===== config.mk =====
export PLATFORM = sky130hd
export DESIGN_NAME = bounded_lifo_stack_with_search_core
export DESIGN_NICKNAME = d
export VERILOG_FILES = /design/src/hw/rtl/bls_pkg.sv /design/src/hw/rtl/bounded_lifo_stack_with_search_core.sv
export SDC_FILE = /design/constraint.sdc
export NUM_CORES = 2
export LEC_CHECK = 0
export BUFFER_PORTS_ARGS = -buffer_cell sky130_fd_sc_hd__clkbuf_2
export CELL_PAD_IN_SITES_DETAIL_PLACEMENT = 0
export CELL_PAD_IN_SITES_GLOBAL_PLACEMENT = 1
export CORE_MARGIN = 4
export CORE_UTILIZATION = 55
export DETAILED_ROUTE_END_ITERATION = 6
export MAX_ROUTING_LAYER = met4
export PLACE_DENSITY = 0.91
export SLEW_MARGIN = 5
export SYNTH_ARGS = -nofsm -noshare
export SYNTH_HDL_FRONTEND = slang
export SYNTH_SLANG_ARGS = --single-unit
export TNS_END_PERCENT = 100

===== constraint.sdc =====
create_clock -name clk_i -period 8.2 [get_ports clk_i]
set_input_delay 1.64 -clock clk_i [delete_from_list [all_inputs] [get_ports clk_i]]
set_output_delay 1.64 -clock clk_i [all_outputs]
set_load 0.005 [all_outputs]

===== src/hw/rtl/bls_pkg.sv =====
package bls_pkg;

  localparam int DEPTH    = 64;
  localparam int ADDR_W   = $clog2(DEPTH);
  localparam int DATA_W   = 32;
  localparam int OPC_W    = 3;
  localparam int STATUS_W = 2;
  localparam int INDEX_W  = 6;
  localparam int COUNT_W  = 7;
  localparam int CAP_W    = 7;

  localparam logic [CAP_W-1:0] CAP_RESET = 7'd64;

  typedef enum logic [OPC_W-1:0] {
    OP_PUSH   = 3'd0,
    OP_POP    = 3'd1,
    OP_PEEK   = 3'd2,
    OP_CLEAR  = 3'd3,
    OP_SEARCH = 3'd4
  } opcode_e;

  typedef enum logic [STATUS_W-1:0] {
    ST_OK       = 2'd0,
    ST_FAIL     = 2'd1,
    ST_NOTFOUND = 2'd2
  } status_e;

  typedef enum logic [1:0] {
    FSM_IDLE,
    FSM_READ,
    FSM_SCAN,
    FSM_DONE
  } fsm_e;

endpackage


===== src/hw/rtl/bounded_lifo_stack_with_search_core.sv =====
// Bounded LIFO stack of signed 32-bit words held in a synchronous RAM of
// DEPTH entries. Each input item carries an opcode in s_axis_tuser (push, pop, peek,
// clear, search) and a word in s_axis_tdata, and yields exactly one result item with
// status in m_axis_tuser and data, index, count, is_empty and is_full in m_axis_tdata.
// Items are handled one at a time and the RAM read port sets the timing: push, clear
// and unused opcodes go from idle straight to done, pop and peek pass the read state
// for their RAM read or go straight to done on an empty stack, and a search examines
// entries from the top down, one RAM read per cycle, at most DEPTH of them. A result
// sits in an output register, so the next item is accepted while an earlier result
// still waits on m_axis_tready; a further result waits in its done state until that
// register frees up. The user must write capacity through cfg_we_i / cfg_wdata_i
// only while the block is idle, which the block does not enforce; it saturates at DEPTH.
module bounded_lifo_stack_with_search_core
  import bls_pkg::*;
(
  input  logic                clk_i,
  input  logic                rst_ni,

  input  logic                cfg_we_i,
  input  logic [CAP_W-1:0]    cfg_wdata_i,

  input  logic                s_axis_tvalid,
  output logic                s_axis_tready,
  input  logic [DATA_W-1:0]   s_axis_tdata,   // [31:0] value
  input  logic [OPC_W-1:0]    s_axis_tuser,   // [2:0] opcode

  output logic                m_axis_tvalid,
  input  logic                m_axis_tready,
  output logic [47:0]         m_axis_tdata,   // [31:0] data, [37:32] index, [44:38] count,
                                              // [45] is_empty, [46] is_full, [47] zero
  output logic [STATUS_W-1:0] m_axis_tuser    // [1:0] status
);

  // control state
  fsm_e                 state_q, state_d;
  logic [COUNT_W-1:0]   count_q, count_d;
  logic [CAP_W-1:0]     cap_q;

  // per-item working registers
  logic [DATA_W-1:0]    key_q, key_d;
  logic [ADDR_W-1:0]    ptr_q, ptr_d;
  status_e              res_status_q, res_status_d;
  logic [DATA_W-1:0]    res_data_q, res_data_d;
  logic [INDEX_W-1:0]   res_index_q, res_index_d;

  // output register
  logic                 m_valid_q;
  status_e              m_status_q;
  logic [DATA_W-1:0]    m_data_q;
  logic [INDEX_W-1:0]   m_index_q;
  logic [COUNT_W-1:0]   m_count_q;
  logic                 m_empty_q;
  logic                 m_full_q;

  // stack ram
  logic [DATA_W-1:0]    mem_q [DEPTH];
  logic [DATA_W-1:0]    rd_data_q;
  logic                 mem_we;
  logic [ADDR_W-1:0]    mem_raddr;

  logic                 in_fire;
  logic                 out_free;
  logic                 load_out;
  opcode_e              op_in;
  logic [COUNT_W-1:0]   limit;
  logic [ADDR_W-1:0]    top_addr;
  logic                 at_limit;
  logic                 key_hit;

  assign in_fire  = s_axis_tvalid && s_axis_tready;
  assign out_free = !m_valid_q || m_axis_tready;
  assign op_in    = opcode_e'(s_axis_tuser);

  // effective capacity saturates at the ram depth
  assign limit    = (cap_q > COUNT_W'(DEPTH)) ? COUNT_W'(DEPTH) : cap_q;
  assign at_limit = (count_q >= limit);
  // address of the current top entry, only used when the stack is not empty
  assign top_addr = ADDR_W'(count_q - 1'b1);
  // ram data belongs to the address issued on the previous cycle (ptr_q in scan)
  assign key_hit  = (rd_data_q == key_q);

  // next state
  always_comb begin
    state_d = state_q;
    case (state_q)
      FSM_IDLE: begin
        if (in_fire) begin
          case (op_in)
            OP_POP, OP_PEEK: state_d = (count_q == '0) ? FSM_DONE : FSM_READ;
            OP_SEARCH:       state_d = (count_q == '0) ? FSM_DONE : FSM_SCAN;
            default:         state_d = FSM_DONE;
          endcase
        end
      end
      FSM_READ: state_d = FSM_DONE;
      FSM_SCAN: begin
        // stop on the topmost match or after the bottom entry
        if (key_hit || (ptr_q == '0)) begin
          state_d = FSM_DONE;
        end
      end
      FSM_DONE: begin
        if (out_free) begin
          state_d = FSM_IDLE;
        end
      end
      default: state_d = FSM_IDLE;
    endcase
  end

  // outputs and datapath
  always_comb begin
    s_axis_tready = (state_q == FSM_IDLE);
    mem_we        = 1'b0;
    mem_raddr     = ptr_q;
    count_d       = count_q;
    key_d         = key_q;
    ptr_d         = ptr_q;
    res_status_d  = res_status_q;
    res_data_d    = res_data_q;
    res_index_d   = res_index_q;
    load_out      = 1'b0;

    case (state_q)
      FSM_IDLE: begin
        if (in_fire) begin
          res_status_d = ST_OK;
          res_data_d   = '0;
          res_index_d  = '0;
          key_d        = s_axis_tdata;
          case (op_in)
            OP_PUSH: begin
              if (at_limit) begin
                res_status_d = ST_FAIL;
              end else begin
                // count stays below DEPTH here, so its low bits address the slot
                mem_we  = 1'b1;
                count_d = COUNT_W'(count_q + 1'b1);
              end
            end
            OP_POP: begin
              if (count_q == '0) begin
                res_status_d = ST_FAIL;
              end else begin
                mem_raddr = top_addr;
                count_d   = COUNT_W'(count_q - 1'b1);
              end
            end
            OP_PEEK: begin
              if (count_q == '0) begin
                res_status_d = ST_FAIL;
              end else begin
                mem_raddr = top_addr;
              end
            end
            OP_CLEAR: begin
              count_d = '0;
            end
            OP_SEARCH: begin
              if (count_q == '0) begin
                res_status_d = ST_NOTFOUND;
              end else begin
                mem_raddr = top_addr;
                ptr_d     = top_addr;
              end
            end
            default: begin
              // unused opcode: no operation, report the flags only
            end
          endcase
        end
      end
      FSM_READ: begin
        res_data_d = rd_data_q;
      end
      FSM_SCAN: begin
        if (key_hit) begin
          res_index_d = INDEX_W'(ptr_q);
        end else if (ptr_q == '0) begin
          res_status_d = ST_NOTFOUND;
        end else begin
          // walk one entry down per cycle
          ptr_d     = ptr_q - 1'b1;
          mem_raddr = ptr_q - 1'b1;
        end
      end
      FSM_DONE: begin
        load_out = out_free;
      end
      default: begin
      end
    endcase
  end

  // stack ram, up to one write and one read per cycle, registered read data
  always_ff @(posedge clk_i) begin
    if (mem_we) begin
      mem_q[count_q[ADDR_W-1:0]] <= s_axis_tdata;
    end
    rd_data_q <= mem_q[mem_raddr];
  end

  // control registers
  always_ff @(posedge clk_i or negedge rst_ni) begin
    if (!rst_ni) begin
      state_q   <= FSM_IDLE;
      count_q   <= '0;
      cap_q     <= CAP_RESET;
      m_valid_q <= 1'b0;
    end else begin
      state_q <= state_d;
      count_q <= count_d;
      if (cfg_we_i) begin
        cap_q <= cfg_wdata_i;
      end
      if (load_out) begin
        m_valid_q <= 1'b1;
      end else if (m_axis_tready) begin
        m_valid_q <= 1'b0;
      end
    end
  end

  // working and result payload
  always_ff @(posedge clk_i) begin
    key_q        <= key_d;
    ptr_q        <= ptr_d;
    res_status_q <= res_status_d;
    res_data_q   <= res_data_d;
    res_index_q  <= res_index_d;
    if (load_out) begin
      // count is already the post-operation value when the result is loaded
      m_status_q <= res_status_q;
      m_data_q   <= res_data_q;
      m_index_q  <= res_index_q;
      m_count_q  <= count_q;
      m_empty_q  <= (count_q == '0);
      m_full_q   <= at_limit;
    end
  end

  assign m_axis_tvalid = m_valid_q;
  assign m_axis_tuser  = m_status_q;
  assign m_axis_tdata  = {1'b0, m_full_q, m_empty_q, m_count_q, m_index_q, m_data_q};

endmodule


**Word level (Yosys, flattened, before mapping)**

Memory sizes are Yosys's and may differ from the RTL's. A register that Yosys moved wholly into a read port is not among the register bits.
Cells that the tools add are included.

- Add/subtract/negate cells: 3
- Order comparisons: 2
- Eq/ne operators: 17
- Mux-type cells: 42
- Reductions and logical operators: 21

Operators by type and width:

| cell | number |
|---|---|
| 32-bit one-hot mux with 2 select lines | 1 |
| 6-bit two-way mux | 9 |
| 6-bit one-hot mux with 2 select lines | 3 |
| 32-bit equality test | 1 |
| 32-bit two-way mux | 1 |
| 7-bit two-way mux | 3 |
| 7-bit one-hot mux with 3 select lines | 1 |
| 2-bit two-way mux | 8 |
| 2-bit inequality test, second input constant | 7 |
| 1-bit two-way mux | 12 |
| 3-bit AND reduction | 3 |
| 2-bit one-hot mux with 2 select lines | 2 |
| 2-bit one-hot mux with 4 select lines | 1 |
| 7-bit by 1-bit adder with 7-bit output, second input constant | 1 |
| 7-bit greater-or-equal comparator | 1 |
| 7-bit greater-than comparator, second input constant | 1 |
| 7-bit logical NOT | 1 |
| 7-bit by 1-bit subtractor with 7-bit output, second input constant | 1 |
| 3-bit by 2-bit equality test with 1-bit output, second input constant | 2 |
| 6-bit logical NOT | 1 |
| 2-bit one-hot mux with 3 select lines | 1 |
| 2-bit nonzero test | 3 |
| 6-bit by 1-bit subtractor with 6-bit output, second input constant | 1 |
| 5-bit AND reduction | 1 |
| other kinds (15) | 19 |

- Flip-flop bits (word level): 144
- Memory bits (writable): 2048
- Input bits: 47
- Output and inout bits: 52
- Word-level logic and storage cells: 101
- Memories kept: 1

Memory list:

| memory | words | bits a word | read ports | clocked after memory_dff | write ports | line | source |
|---|---|---|---|---|---|---|---|
| mem_q | 64 | 32 | 1 | 1 | 1 | bounded_lifo_stack_with_search_core.sv:56 | `logic [DATA_W-1:0] mem_q [DEPTH];` |

**Logic depth before layout (Yosys ltp)**

- Depth in word-level cells: 9
- Gate-level depth with buffers: 20
- Mapped depth without buffers: 14

**Worst setup path after synthesis**

OpenSTA, ideal clock, no wires.

- Kind: input to register
- From: input port s_axis_tuser[1]
- To: memory mem_q[31][0] (enable)
- Setup time: 0.461 ns
- Arrival time: 4.736 ns
- Required time: 7.739 ns
- Path slack: 3.003 ns
- Cell stages on the path: 5
- Buffers on the path: 1
- Path through: buf_1 > nor2_1 > o211ai_1 > or3_1 > nor3_1

- Word-level cells in the longest chain between the ends: 6

Ends and longest elaborated chain:

| what | line | source |
|---|---|---|
| start: declaration | bounded_lifo_stack_with_search_core.sv:25 | `input logic [OPC_W-1:0] s_axis_tuser,` |
| 3-bit logical NOT | bounded_lifo_stack_with_search_core.sv:131 | `case (op_in)` |
| 1-bit two-way mux | bounded_lifo_stack_with_search_core.sv:131 |  |
| 1-bit two-way mux | bounded_lifo_stack_with_search_core.sv:126 | `if (in_fire) begin` |
| 1-bit two-way mux | bounded_lifo_stack_with_search_core.sv:124 | `case (state_q)` |
| 1-bit two-way mux | bounded_lifo_stack_with_search_core.sv:197 | `if (mem_we) begin` |
| 1-bit two-way mux (not written as such) | bounded_lifo_stack_with_search_core.sv:198 | `mem_q[count_q[ADDR_W-1:0]] <= s_axis_tdata;` |
| end: declaration | bounded_lifo_stack_with_search_core.sv:56 |  |

Every way passes these cells.

**Worst setup path in the final report**

- From: register count_q[0]
- To: register rd_data_q[24], read port of mem_q

- Word-level cells in the longest chain between the ends: 5
- Elaborated cells on any way between the ends: 6
- Those cells by class: 1 x add/sub; 4 x mux; 1 x reduce/logical

Ends and longest elaborated chain:

| what | line | source |
|---|---|---|
| start: declaration | bounded_lifo_stack_with_search_core.sv:36 | `logic [COUNT_W-1:0] count_q, count_d;` |
| start signal: assignment | bounded_lifo_stack_with_search_core.sv:212 | `count_q <= count_d;` |
| 7-bit by 1-bit subtractor with 7-bit output or 7-bit logical NOT (tied branches) | - |  |
| 6-bit two-way mux (*) | bounded_lifo_stack_with_search_core.sv:142, bounded_lifo_stack_with_search_core.sv:150, bounded_lifo_stack_with_search_core.sv:160 |  |
| 6-bit two-way mux (*) | - |  |
| 6-bit two-way mux (*) | bounded_lifo_stack_with_search_core.sv:126 |  |
| 6-bit one-hot mux with 2 select lines (*) | bounded_lifo_stack_with_search_core.sv:124 |  |
| end: declaration | bounded_lifo_stack_with_search_core.sv:57 | `logic [DATA_W-1:0] rd_data_q;` |

Every way passes the cells marked *; elsewhere a longest branch is shown, timed or not.
A chain may end at the register's enable or synchronous reset.

==> results.md <==
* Measured slew at the worst slew-check pin at between 1 and 1.5 ns
* CP max stage cell: o22ai_1
* R2R Setup Slk at 1.69 ns
* Synthesis-to-finish area growth at 11.6%
* Clock Tree Buf Depth at 3
* Detailed Routing Iterations Pass 1 at 7
* Final Critical Period at around 6.5 ns
* Worst path required time at 8.87 ns
* FILL cells at 11.0k
* Async set-reset flop share out of synthesis at 0.00764
* Hold Path Stages at 0
* Post-CTS Hold Fix Bufs at 0
* Final hold vios at 0
* Core Region at 158,000 um2
* Clk_skew at just under 0.04 ns
* Crit-path max cell delay at 0.89 ns
* Largest net degree at the start of global routing at 163
* Seq/Total Area, Yosys at 0.758
* Slew Limit Fails at 0
* Worst setup EP type: flip-flop
* Synth warn at 0
* Crit Path Max Fanout at 30
* Syn nets at 6,052
* First-pass GRT wire length at 379,000 um
* RSZ-0062 raised after global routing: no
* Hold Crit Endpoint: m_data_q[7]
* Nets at 6,183
* Post-CTS setup buffers at 0
* CTS root buf: clkbuf_16
* Max Used Layer: met4
* Reg2reg start: count_q[0]
* Hold WC Path Type: reg -> reg
* Clk slew on worst S/H paths at 0.06 ns
* Vias in the first global route at 53.0k
* Routed WL at 267,000 um
* Yosys top cell area share at 0.746
* DR DRC count at 9
* Violated checks: design-rule violations
* Crit path buf inv count at 3
* Initial Util at 0.553
* Full die area at about 170,000 um2
* Wl on met1 at just under 90,000 um
* Port bufs at 97
* DRT iter0 DRCs at 9,873
* Synth area leader: edfxtp_1
* Cell variety after synth at 98
* Drt wl/cell at approximately 32 um
* Setup TNS at 0 ns
* Worst-path cell chain: inv_1 > ha_1 > nor3b_4 > nand2_2 > a41oi_1 > nand3_1 > o22ai_2 > nor2_4 > buf_4 > nand2_2 > buf_4 > o22ai_1 > or4_1 > o22ai_1 > nor4_1
* Tot GR Track Use at 0.326
* Worst reg2reg path depth at 15
* Seq cells post-synth at 2,224
* Vias/cell at 6.66
* Sequential Area at 66,400 um2
* Syn_area_per_cell at ~15 um2
* Fin crit share at 0.794
* Final setup violation count at 0
* Post-CTS Resized at 0
* Final HPWL DP at approximately 150,000 um
* Worst EP arrival at 7.18 ns
* DIE WIDTH at a little over 400 um
* Row count at 146
* Setup Crit Path Kind: reg -> reg
* Leak at roughly 33 nW
* Main flop type after synthesis: edfxtp_1
* CTS sink count at 2,224
* Remaining antenna violation count at 0
* Pwr dens at 433 nW/um2
* Wire length on met3 at 42,500 um
* Post-layout util at 0.617
* Number of max-cap violations at 0
* Rel. slew slack at 0.0582
* Min-delay src: res_data_q[7]
* Multi-input logic area at 19,700 um2
* GPL Wtd Cong at 0.962
* Routed via count at 55.8k
* Share of cells above drive strength 1 at 0.114
* Met2 WL at 118,000 um
* Number of flops mapped to enable cells by yosys at 2,175
* Max Fclk at 154 MHz
* Setup crit start kind: flip-flop
* Status: finished, violations left
* Overflow after GRT at 0
* Top post-synthesis cells by area: edfxtp_1 (75%), nand2_1 (5.8%), mux2i_1 (3.6%), nand3_1 (2.5%), a21oi_1 (1.2%)
* IO Pins at 99
* TritonCTS clock tree: built
* VDD IR max at 0.548 mV
* Syn Std Cell Area at 87,600 um2
* Largest delay share family, worst path: simple AND/OR/NAND/NOR gates
* Reg2reg end: rd_data_q[24]
* Worst-skew pair later-pin latency at ~0.86 ns
* Antenna violations before repair at 18
* Post-Synthesis Cells at 5,989
* Htree depth at 4
* CTS Buf Count at 206
* Die Y at 407 um
-- cells in the mapped netlist, types with 25 or more instances --
master,instances
a21oi_1,211
a221oi_1,53
a22oi_1,28
a311oi_1,36
a31oi_1,114
a32o_1,36
and2_1,35
and3_1,79
buf_2,125
buf_4,65
clkbuf_1,119
dfxtp_1,32
edfxtp_1,2175
mux2i_1,316
nand2_1,1360
nand3_1,437
nand4_1,29
nor2_1,105
o21ai_0,53
o221ai_1,25
o22ai_1,101
xor2_1,32
-- registers in the layout, indices dropped and copies added, names as in the netlist, 6 cells and up --
register     flops
mem_q         2048
res_index_q      6
key_q           32
ptr_q            6
m_count_q        7
res_data_q      32
cap_q            7
m_data_q        32
rd_data_q       32
count_q          7
m_index_q        6
-- cell usage in the layout (no fill, tap or decap), types with 66 or more instances in the layout --
cell	n
nand3_1	435
nor2_4	66
o22ai_1	101
a21oi_1	211
and3_1	78
clkbuf_2	97
clkbuf_16	212
nand2_1	1358
edfxtp_1	2175
a31oi_1	113
mux2i_1	316
buf_4	173
-- per-stage QoR --
stage               instances  worst slack [ns]  power [W]  area (um2)  hold slack, ns
floorplan                5989              3.00     0.0246       87600           0.400
global placement         7978              1.56     0.0315       90800           0.403
detailed placement       7980              1.50     0.0318       90900           0.405
CTS                      8362              1.95     0.0415       97700           0.413
global route             8377              1.59     0.0434       97800           0.417
finish                   8379              1.69     0.0423       97800           0.410
-- power breakdown --
group          total, W  switching [W]  internal [W]
Clock           0.00970        0.00418       0.00553
Combinational    0.0192         0.0140       0.00523
Sequential       0.0134       0.000402        0.0130
-- layout make-up --
class | instances | share of cell area
Timing Repair Buffer | 290 | 0.0224
Antenna cell | 13 | 0.000333
Inverter | 20 | 0.000768
Sequential cell | 2224 | 0.679
Tap cell | 2072 | 0.0265
Multi-Input combinational cell | 3378 | 0.202
Clock buffer | 253 | 0.0559
Clock inverter | 129 | 0.0138
-- cells by family (layout without fill, tap and decap cells) --
group           Yosys count  count (layout)  share of synthesized area
mux                     323             323                     0.0370
flops                  2224            2224                      0.758
compound gates          815             815                     0.0649
buf+inv                 387             692                     0.0247
other cells               1              14                  0.0000428
xor+xnor                 39              39                    0.00390
simple gates           2184            2184                      0.109
fa+ha+maj                16              16                    0.00229
-- worst max-delay path by stage --
stage,from,endpoint,slack (ns),cells past startpoint
finish,count_q[0],rd_data_q[24],1.69,15
global route,count_q[0],rd_data_q[24],1.59,15
CTS,count_q[0],rd_data_q[24],1.95,15
detailed placement,s_axis_tuser[1],rd_data_q[24],1.50,14
global placement,s_axis_tuser[1],rd_data_q[24],1.56,14
floorplan,s_axis_tuser[1],mem_q[31][0],3.00,5
-- per-layer routing --
metal / GRT usage / vias to the layer above
met5: - / -
met4: 0.180 / 0
met3: 0.100 / 863
met2: 0.468 / 4806
met1: 0.417 / 27200
li1: - / 23000
Note: power is estimated with default switching activity, not from simulation.
